[src/sv/ccsds_rs_pkg.sv]
`timescale 1ns / 1ps
// shared constants, types and gf(2^8) helpers for the ccsds rs(255,223) encoder
// no dependencies; the generator polynomial is built at elaboration

package ccsds_rs_pkg;

    localparam int unsigned NPAR      = 32;
    localparam int unsigned MSG_LEN   = 223;
    localparam int unsigned FCR       = 112;
    localparam int unsigned PRIM      = 11;
    localparam logic [7:0]  FIELD_LOW = 8'h87;

    localparam int unsigned CNT_W   = 8;
    localparam int unsigned DRAIN_W = $clog2(NPAR + 1);

    typedef logic [7:0]            t_byte;
    typedef logic [NPAR-1:0][7:0]  t_parity;
    typedef logic [NPAR:0][7:0]    t_gen;
    typedef logic [CNT_W-1:0]      t_count;
    typedef logic [DRAIN_W-1:0]    t_drain_count;

    // multiply in gf(2^8), field polynomial 0x187
    function automatic t_byte gf_mul(input t_byte a, input t_byte b);
        t_byte r;
        t_byte x;
        t_byte y;
        logic  hi;
        r = '0;
        x = a;
        y = b;
        for (int k = 0; k < 8; k++) begin
            if (y[0]) begin
                r = r ^ x;
            end
            y  = y >> 1;
            hi = x[7];
            x  = {x[6:0], 1'b0};
            if (hi) begin
                x = x ^ FIELD_LOW;
            end
        end
        return r;
    endfunction

    function automatic t_byte alpha_pow(input int unsigned e);
        t_byte       v;
        int unsigned n;
        v = 8'h01;
        n = e % 255;
        for (int unsigned k = 0; k < n; k++) begin
            v = gf_mul(v, 8'h02);
        end
        return v;
    endfunction

    // roots alpha^(11*(112+i)), i = 0..31; g[0] is the constant term
    function automatic t_gen build_gen();
        t_gen  g;
        t_byte root;
        g    = '0;
        g[0] = 8'h01;
        for (int i = 0; i < NPAR; i++) begin
            root = alpha_pow(PRIM * (FCR + i));
            for (int j = i + 1; j > 0; j--) begin
                g[j] = g[j-1] ^ gf_mul(g[j], root);
            end
            g[0] = gf_mul(g[0], root);
        end
        return g;
    endfunction

    localparam t_gen GEN_POLY = build_gen();

endpackage

[src/sv/ccsds_rs_lfsr.sv]
`timescale 1ns / 1ps
// byte-serial parity shift register with constant gf multipliers and message byte count
// depends on ccsds_rs_pkg

module ccsds_rs_lfsr
    import ccsds_rs_pkg::*;
(
    input  logic    i_clk,
    input  logic    i_rst_n,
    input  logic    i_step,
    input  t_byte   i_data_byte,
    output logic    o_done,
    output t_parity o_parity_next
);

    t_parity r_parity;
    t_parity n_parity;
    t_count  r_count;
    t_count  n_count;
    t_byte   feedback;

    assign o_done = (r_count == t_count'(MSG_LEN - 1));

    always_comb begin
        feedback = i_data_byte ^ r_parity[0];
        for (int j = 0; j < NPAR - 1; j++) begin
            o_parity_next[j] = r_parity[j+1] ^ gf_mul(GEN_POLY[NPAR-1-j], feedback);
        end
        o_parity_next[NPAR-1] = gf_mul(GEN_POLY[0], feedback);
    end

    always_comb begin
        n_parity = r_parity;
        n_count  = r_count;
        if (i_step) begin
            if (o_done) begin
                // codeword complete: parity goes to the drain, start afresh
                n_parity = '0;
                n_count  = '0;
            end else begin
                n_parity = o_parity_next;
                n_count  = r_count + t_count'(1);
            end
        end
    end

    always_ff @(posedge i_clk) begin
        if (!i_rst_n) begin
            r_parity <= '0;
            r_count  <= '0;
        end else begin
            r_parity <= n_parity;
            r_count  <= n_count;
        end
    end

endmodule

[config.mk]
export PLATFORM = sky130hd
export DESIGN_NAME = ccsds_rs_lfsr
export DESIGN_NICKNAME = d
export VERILOG_FILES = /design/src/sv/ccsds_rs_pkg.sv /design/src/sv/ccsds_rs_lfsr.sv
export SDC_FILE = /design/constraint.sdc
export NUM_CORES = 1
export LEC_CHECK = 0
export ABC_AREA = 1
export BUFFER_PORTS_ARGS = -buffer_cell sky130_fd_sc_hd__buf_4
export CORE_MARGIN = 1.5
export CORE_UTILIZATION = 40
export CTS_BUF_LIST = sky130_fd_sc_hd__clkbuf_4 sky130_fd_sc_hd__clkbuf_8 sky130_fd_sc_hd__clkbuf_16
export CTS_CLUSTER_SIZE = 24
export DETAILED_ROUTE_END_ITERATION = 8
export PLACE_DENSITY = 0.63
export SYNTH_ARGS = -nofsm -noshare
export SYNTH_HDL_FRONTEND = slang
export SYNTH_SLANG_ARGS = --single-unit
[constraint.sdc]
create_clock -name i_clk -period 5.8 [get_ports i_clk]
set_clock_uncertainty 0.1 [all_clocks]
set_input_delay 0.87 -clock i_clk [delete_from_list [all_inputs] [get_ports i_clk]]
set_output_delay 0.87 -clock i_clk [all_outputs]
set_load 0.02 [all_outputs]
==> results of run 1 <==
-- critical path, cell delays in order --
cell,delay (ns)
buf_4,0.12
inv_1,0.06
nand2_1,0.06
nand2_2,0.48
nand2_1,0.19
nand2_4,0.38
inv_1,0.29
nand2_1,0.15
nand3_1,0.27
nand2_2,0.26
nand2_1,0.08
and2_1,0.16
buf_4,0.16
-- flip-flops by register name (all words and copies together), names as in the netlist --
name	flops
r_parity	256
r_count	8
-- metal layers --
| layer | vias to the layer above | global-route usage | share of wire |
|---|---|---|---|
| li1 | 6640 | - | - |
| met1 | 6429 | 0.3956 | 0.43 |
| met2 | 582 | 0.4470 | 0.44 |
| met3 | 90 | 0.05723 | 0.090 |
| met4 | 0 | 0.08964 | 0.031 |
| met5 | - | 0 | 0 |
-- logic make-up after synthesis --
logic type | Yosys count
buf+inv | 235
flops | 264
fa+ha+maj | 2
xor+xnor | 222
simple gates | 1002
compound gates | 265
-- how the worst min path moves through the flow --
stage	end	cells after the start
CTS	r_parity[184]	2
detailed placement	r_parity[184]	2
global placement	r_parity[128]	2
global route	r_parity[175]	2
finish	r_parity[184]	2
floorplan	r_parity[128]	2
-- where the power goes --
part	total (mW)	internal, mW	switching (mW)
sequential	2.57	2.23	0.339
combinational	7.32	2.57	4.75
clock	1.77	1.03	0.747
-- layout by cell type, fill, tap and decap left out, drive strengths merged --
cell type | netlist | final
inv | 136 | 138
a21o | 1 | 1
buf | 29 | 276
nand3b | 19 | 19
xnor2 | 93 | 93
ha | 2 | 2
nor2 | 12 | 12
a31oi | 1 | 1
clkinv | 2 | 4
nor4 | 1 | 1
xor2 | 129 | 129
or2 | 3 | 3
nor3 | 4 | 4
bufinv | 0 | 1
dfxtp | 264 | 264
nand3 | 106 | 106
o21a | 1 | 1
and2 | 44 | 44
clkinvlp | 0 | 1
a21oi | 254 | 254
o21ai | 1 | 1
nand2 | 811 | 811
nand4 | 2 | 2
clkbuf | 68 | 39
a22oi | 7 | 7
-- metrics by stage --
stage | hold WS [ns] | total power, mW | cells | worst slack (ns)
5_1_grt | 0.3908 | 12.24 | 2669 | 1.113
3_3_place_gp | 0.3520 | 9.828 | 2624 | 1.332
2_1_floorplan | 0.3453 | 6.729 | 1990 | 2.604
6_report | 0.3665 | 11.65 | 2669 | 1.269
4_1_cts | 0.3667 | 11.65 | 2669 | 1.305
3_5_place_dp | 0.3576 | 9.856 | 2624 | 1.314
-- cell type report --
type,count,share of cell area
clock inverter,6,0.003349
multi-input combinational,1491,0.4548
timing repair buffer,276,0.1220
sequential,264,0.3075
inverter,138,0.03116
tap,455,0.03312
clock buffer,39,0.04805
==> impl_metrics.yaml, run 1 <==
timing:
  fin_crit_sh: 0.7813
  timing_max_transition_violations_final: 0
  fmax_mhz: 220.7
  min_period_ns: 4.531
  finalHoldViolCount: 0
  rsz0062_at_grt: "no"
  slew_headroom: 0.2725
  setup_violations: 0
  fin_tns_setup_ns: 0
  worst_pin_slew_ns: 1.091
floorplan:
  fp.dieW_um: 190.5
  die_area_mm2: 0.03629
  ios: 268
  die_h_um: 190.5
  initial_core_util: 0.4071
  core-area_mm2: 0.03454
  rows: 68
synthesis:
  yosysTopAreaCellShare: 0.3758
  synth_area_per_cell_um2: 7.067
  synthFlopType: "dfxtp_1"
  synth_area_leaders: "dfxtp_1 38%, nand2_1 20%, a21oi_1 9.0%"
  synth_nets: 2003
  synth-edff-count: 0
  ys_seq_area_frac: 0.3758
  yosysMostFrequentCell: "nand2_1"
  synth_compound_area_frac: 0.09600
  synth_top_family_by_area: "simple AND/OR/NAND/NOR gates"
  synthArstFlopShare: 0
  yosys_warnings: 0
  synthAdderAreaFrac: 0.001779
  synth_common_cells: "755 x nand2_1, 264 x dfxtp_1, 254 x a21oi_1"
  yosysTopAreaCell: "dfxtp_1"
  synthMuxAreaShare: 0
  synth_cells: 1990
  ys_ff_latch: 264
  synth-xor-area-share: 0.1489
  yosysUniqueCellTypes: 37
  syn-cell-area_mm2: 0.01406
  synth-simple-area-share: 0.3085
critical_path:
  cp-endpoint: "o_parity_next[146]"
  r2r-end: "r_parity[98]"
  cp-end-kind: "output port"
  worstRegToRegCells: 12
  crit_fanout: 16
  worst_setup_path_start_kind: "input port"
  crit_type: "in2out"
  r2r_slack_ns: 2.67
  arrival_ns: 3.56
  r2r_start: "r_parity[2]"
  worstPathRequired_ns: 4.83
  cp-startpoint: "i_data_byte[2]"
layout:
  design_area_mm2: 0.01719
  antennaDiodeCount: 0
  utilization: 0.4975
  area.sequential_mm2: 0.005285
  fin_nets: 2213
  fill_cells: 3562
  drive_gt1_frac: 0.1829
  multiInputGateArea_mm2: 0.007816
  area_growth_pct: 22.21
route:
  drtIter0Drc: 1310
  vias: 13740
  drtPass1Iterations: 6
  wl_um: 53600
  drc: 0
  viasPerCell: 5.148
  wire_per_inst_um: 20.08
  ant_nets: 0
clock_tree:
  htreeDepth: 1
  cts_buffer_depth: 3
  clk_latency_ns: 0.55
  cts_inserted_buffers: 29
  cts_hold_buf: 0
  clockRootBuffer: "clkbuf_16"
  cts.clk_slew.worst_paths_ns: 0.06
  clock_sinks: 264
  ctsResizeCount: 0
  tritoncts: "yes"
  postCtsSetupBuffers: 0
global_routing:
  grt_pass1_vias: 12710
  grt.total_usage: 0.2863
  antenna_found_initial: 1
  grt_pass1_wl_um: 78110
  grt_overflow: 0
  grt_start_max_net_pins: 160
placed_design:
  hpwl_um: 39510
  place_area_mm2: 0.01630
  io_buffers: 267
  gp_congestion: 0.9093
power:
  power.density_mw_per_mm2: 678.0
  ir_drop_uv: 383.9
  leakagePower_nw: 7.830
run_status:
  status: "complete, no violations"
job:
  drv_cap: 0
worst_hold_path:
  hold_start: "r_parity[184]"
  hp-class: "reg2reg"
Note: power is estimated with default switching activity, not from simulation.
==> run 2, diff against run 1 <==
Clock period 5.8 ns to 4.3 ns, I/O delays scaled along.
==> run 2 against run 1 <==
Design area increased by 2.1%. Total power is 39% higher. Count of clock-buffer cells in the layout rose by 7.
==> impl_metrics.yaml, run 2 (same netlist as run 1, synthesis figures left out) <==
placed_design:
  hpwl_um: 39340
  place_area_mm2: 0.01640
  gp_congestion: 0.9079
  dp_slack_ns: 0.5513
  io_buffers: 267
critical_path:
  crit_type: "reg2out"
  crit_top_cell: "nand2_1"
  worst_setup_path_start_kind: "register"
  crit_fanout: 16
  cp-end-kind: "output port"
  critical_path.slowest_cell: "dfxtp_1"
  max_stage_delay_ns: 0.40
  worstPathRequired_ns: 3.56
  arrival_ns: 3.22
  crit_buf_inv: 3
  crit_chain: "nand2_1 -> nand2_2 -> nand2_1 -> nand2_4 -> inv_1 -> nand2_1 -> nand2_2 -> nand2_1 -> nand2_2 -> inv_1 -> nand2_1 -> and2_1 -> buf_4"
  path_delay_family: "simple AND/OR/NAND/NOR gates"
layout:
  design_area_mm2: 0.01754
  max_flop_register: "r_parity"
  fin_nets: 2223
  area_growth_pct: 24.72
  multiInputGateArea_mm2: 0.007816
  mostFrequentLayoutCell: "nand2_1"
  layout_common_cells: "755 x nand2_1, 281 x buf_4, 264 x dfxtp_1"
  fill_cells: 3520
  area.sequential_mm2: 0.005285
  reg.largest.list: "r_parity: 256 flops, r_count: 8 flops"
  drive_gt1_frac: 0.1902
  antennaDiodeCount: 0
  largest_reg_flops: 256
clock_tree:
  cts_buffer_depth: 3
  postCtsSetupBuffers: 0
  clk_latency_ns: 0.56
  htreeDepth: 1
  cts.clk_slew.worst_paths_ns: 0.06
  clockRootBuffer: "clkbuf_16"
  cts_inserted_buffers: 30
  tritoncts: "yes"
  ctsResizeCount: 0
  cts_hold_buf: 0
  clock_sinks: 264
route:
  viasPerCell: 5.126
  drtIter0Drc: 1306
  drc: 0
  wire_per_inst_um: 19.62
  vias: 13790
  wl_um: 52760
  drtPass1Iterations: 5
  ant_nets: 0
power:
  leakagePower_nw: 8.014
  power.density_mw_per_mm2: 924.9
  total_power_mw: 16.22
  ir_drop_uv: 527.1
timing:
  min_period_ns: 3.962
  holdWs_ns: 0.2834
  fmax_mhz: 252.4
  finalHoldViolCount: 0
  worst_pin_slew_ns: 1.091
  setup_violations: 0
  setup_slack_ns: 0.3381
  rsz0062_at_grt: "no"
  timing_max_transition_violations_final: 0
  fin_tns_setup_ns: 0
  slew_headroom: 0.2730
  fin_crit_sh: 0.9214
floorplan:
  initial_core_util: 0.4071
  core-area_mm2: 0.03454
  rows: 68
  fp.dieW_um: 190.5
  die_h_um: 190.5
  die_area_mm2: 0.03629
  ios: 268
global_routing:
  grt_overflow: 0
  grt.total_usage: 0.2811
  grt_pass1_wl_um: 76790
  grt_start_max_net_pins: 168
  antenna_found_initial: 0
  grt_pass1_vias: 12480
job:
  drv_cap: 0
run_status:
  status: "complete, no violations"
worst_hold_path:
  hp-class: "in2reg"
-- run 2: routing by layer --
layer,vias up,share of wire,global-route usage
met3,86,0.075,0.04472
met5,-,0.00064,0.006868
met1,6512,0.45,0.3951
met4,2,0.034,0.09540
li1,6664,-,-
met2,521,0.44,0.4351
-- run 2: power breakdown --
| part | internal [mW] | total, mW | switching, mW | leakage, nW |
|---|---|---|---|---|
| Sequential | 3.00 | 3.46 | 0.456 | 2.18 |
| Combinational | 3.49 | 9.85 | 6.37 | 5.26 |
| Clock | 1.86 | 2.91 | 1.05 | 0.575 |
-- run 2: through the flow --
step	util	cells
final	0.5078	2689
after global routing	0.5078	2689
after CTS	0.5078	2689
after detailed placement	0.4746	2633
after global placement	0.4746	2633
after floorplan	-	1990
-- run 2: path summary, 6_finish.rpt --
| check | start | to | slack, ns | depth (start not counted) |
|---|---|---|---|---|
| setup / recovery | r_parity[2] | o_parity_next[100] | 0.34 | 13 |
| hold reg to reg | r_parity[72] | r_parity[72] | 0.37 | 2 |
| setup reg to reg | r_parity[2] | r_parity[98] | 1.46 | 11 |
| hold / removal | i_rst_n | r_count[0] | 0.28 | 3 |
-- run 2: area by class of cell --
type,instances,area share
multi-input combinational,1491,0.4456
sequential,264,0.3013
inverter,138,0.03053
clock buffer,46,0.05386
timing repair buffer,285,0.1248
tap,455,0.03246
clock inverter,10,0.01141
-- run 2: worst register-to-register path, cell delays in order (launching register included) --
cell	delay (ns)
dfxtp_1	0.40
nand2_1	0.10
nand2_2	0.37
nand2_1	0.17
nand2_4	0.32
inv_1	0.25
nand2_1	0.16
nand3_1	0.24
nand2_2	0.22
nand2_1	0.08
nand3_1	0.19
a21oi_1	0.10
==> run 3, diff against run 2 <==
Settings changed: CORE_UTILIZATION 40 to 56, PLACE_DENSITY 0.63 to 0.83.
==> run 3 against run 2 <==
Die area decreased by 28%. Wire length decreased by 4.8%. Via count increased by 5.0%. Non-clock buffer count increased by 2. Critical path depth increased by 1. Critical endpoint is now o_parity_next[241]. Worst setup slack improved by 0.12 ns. Critical path type unchanged. Sequential cell count unchanged. Largest cell class unchanged.
==> impl_metrics.yaml, run 3 (same netlist as run 1, synthesis figures left out) <==
run_status:
  status: "complete, no violations"
clock_tree:
  clockRootBuffer: "clkbuf_16"
  ctsResizeCount: 0
  htreeDepth: 1
  clock_sinks: 264
  cts.clk_slew.worst_paths_ns: 0.06
  cts_inserted_buffers: 29
  postCtsSetupBuffers: 0
  tritoncts: "yes"
  cts_hold_buf: 0
  clk_latency_ns: 0.55
  cts_buffer_depth: 3
layout:
  fin_nets: 2224
  final_cells: 2557
  layout_common_cells: "755 x nand2_1, 281 x buf_4, 264 x dfxtp_1"
  antennaDiodeCount: 0
  largest_reg_flops: 256
  fill_cells: 2025
  area_growth_pct: 22.97
  mostFrequentLayoutCell: "nand2_1"
  reg.largest.list: "r_parity: 256 flops, r_count: 8 flops"
  drive_gt1_frac: 0.1899
  max_flop_register: "r_parity"
timing:
  fin_tns_setup_ns: 0
  fmax_mhz: 260.6
  finalHoldViolCount: 0
  setup_violations: 0
  slew_headroom: 0.2582
  fin_crit_sh: 0.8924
  min_period_ns: 3.837
  timing_max_transition_violations_final: 0
  worst_pin_slew_ns: 1.110
  rsz0062_at_grt: "no"
power:
  swShare: 0.4905
  power.internal_mw: 8.124
  power.density_mw_per_mm2: 921.9
  leakagePower_nw: 7.966
  comb_power_share: 0.616
  ir_drop_uv: 602.1
  pwr-share-clk: 0.167
  p_sw_mw: 7.820
  seqPwrFrac: 0.217
floorplan:
  core-area_mm2: 0.02446
  fp.dieW_um: 161.5
  die_area_mm2: 0.02607
  ios: 268
  die_h_um: 161.5
  initial_core_util: 0.5749
  rows: 57
critical_path:
  max_stage_delay_ns: 0.48
  crit_top_cell: "nand2_1"
  crit_type: "reg2out"
  worst_setup_path_start_kind: "register"
  critical_path.slowest_cell: "nand2_1"
  crit_buf_inv: 4
  arrival_ns: 3.09
  crit_fanout: 17
  cp-end-kind: "output port"
  path_delay_family: "simple AND/OR/NAND/NOR gates"
  crit_chain: "inv_1 -> nand2_1 -> nand2_1 -> nand2_1 -> nand2_4 -> inv_4 -> nand2_1 -> nand2_2 -> nand2_1 -> nand2_1 -> inv_1 -> nand2_1 -> and2_1 -> buf_4"
  worstPathRequired_ns: 3.56
route:
  drtPass1Iterations: 6
  viasPerCell: 5.662
  wl_um: 50210
  drc: 0
  vias: 14480
  ant_nets: 0
  drtIter0Drc: 1847
  wire_per_inst_um: 19.64
global_routing:
  grt_start_max_net_pins: 134
  grt.total_usage: 0.3690
  grt_pass1_vias: 12950
  antenna_found_initial: 0
  grt_overflow: 0
  grt_pass1_wl_um: 73990
placed_design:
  io_buffers: 267
  hpwl_um: 36790
  gp_congestion: 0.9544
  placed_cells: 2504
worst_hold_path:
  hp-class: "in2reg"
job:
  drv_cap: 0
## run 3: worst register-to-register path, cell delays in order (launching register included)
cell	delay, ns
dfxtp_1	0.33
inv_1	0.08
nand2_1	0.05
nand2_1	0.48
nand2_1	0.20
nand2_4	0.36
inv_4	0.16
xor2_1	0.23
xnor2_1	0.39
nand2_1	0.11
a21oi_1	0.15
## run 3: power groups by stage
stage / clock (mW) / combinational, mW / sequential, mW
global placement: 0 / 9.52 / 3.46
finish: 2.66 / 9.83 / 3.46
CTS: 2.66 / 9.69 / 3.44
global route: 2.76 / 10.3 / 3.50
floorplan: 0 / 5.73 / 3.34
detailed placement: 0 / 9.61 / 3.48
## run 3: path summary, 6_finish.rpt
path	from	endpoint	slack, ns	cells past startpoint
setup / recovery	r_parity[5]	o_parity_next[241]	0.46	14
hold / removal	i_rst_n	r_count[0]	0.28	3
setup reg to reg	r_parity[5]	r_parity[161]	1.61	10
hold reg to reg	r_parity[128]	r_parity[128]	0.37	2
## run 3: layout make-up
class	count	area [um2]	area share
clock inverter	11	160.2	0.009261
multi-input combinational	1491	7816	0.4520
clock buffer	42	867.1	0.05014
timing repair buffer	287	2230	0.1289
tap	324	405.4	0.02344
inverter	138	530.5	0.03068
sequential	264	5285	0.3056
## run 3: metrics by stage
step | power [mW] | setup WS (ns) | hold slack, ns | util | instance area [um2]
after global placement | 12.97 | 0.6976 | 0.3531 | 0.6650 | 16270
after CTS | 15.78 | 0.5129 | 0.2714 | 0.7070 | 17290
after detailed placement | 13.09 | 0.6386 | 0.3555 | 0.6650 | 16270
after floorplan | 9.077 | 1.554 | 0.3453 | - | 14060
after global routing | 16.57 | 0.3088 | 0.2821 | 0.7070 | 17290
final | 15.94 | 0.4627 | 0.2751 | 0.7070 | 17290
## run 3: metal layers
| metal | GRT usage | vias up | share of wire |
|---|---|---|---|
| met1 | 0.4954 | 6814 | 0.40 |
| met4 | 0.1397 | 0 | 0.041 |
| li1 | - | 6666 | - |
| met5 | 0 | - | 0 |
| met3 | 0.06805 | 139 | 0.11 |
| met2 | 0.5895 | 859 | 0.45 |
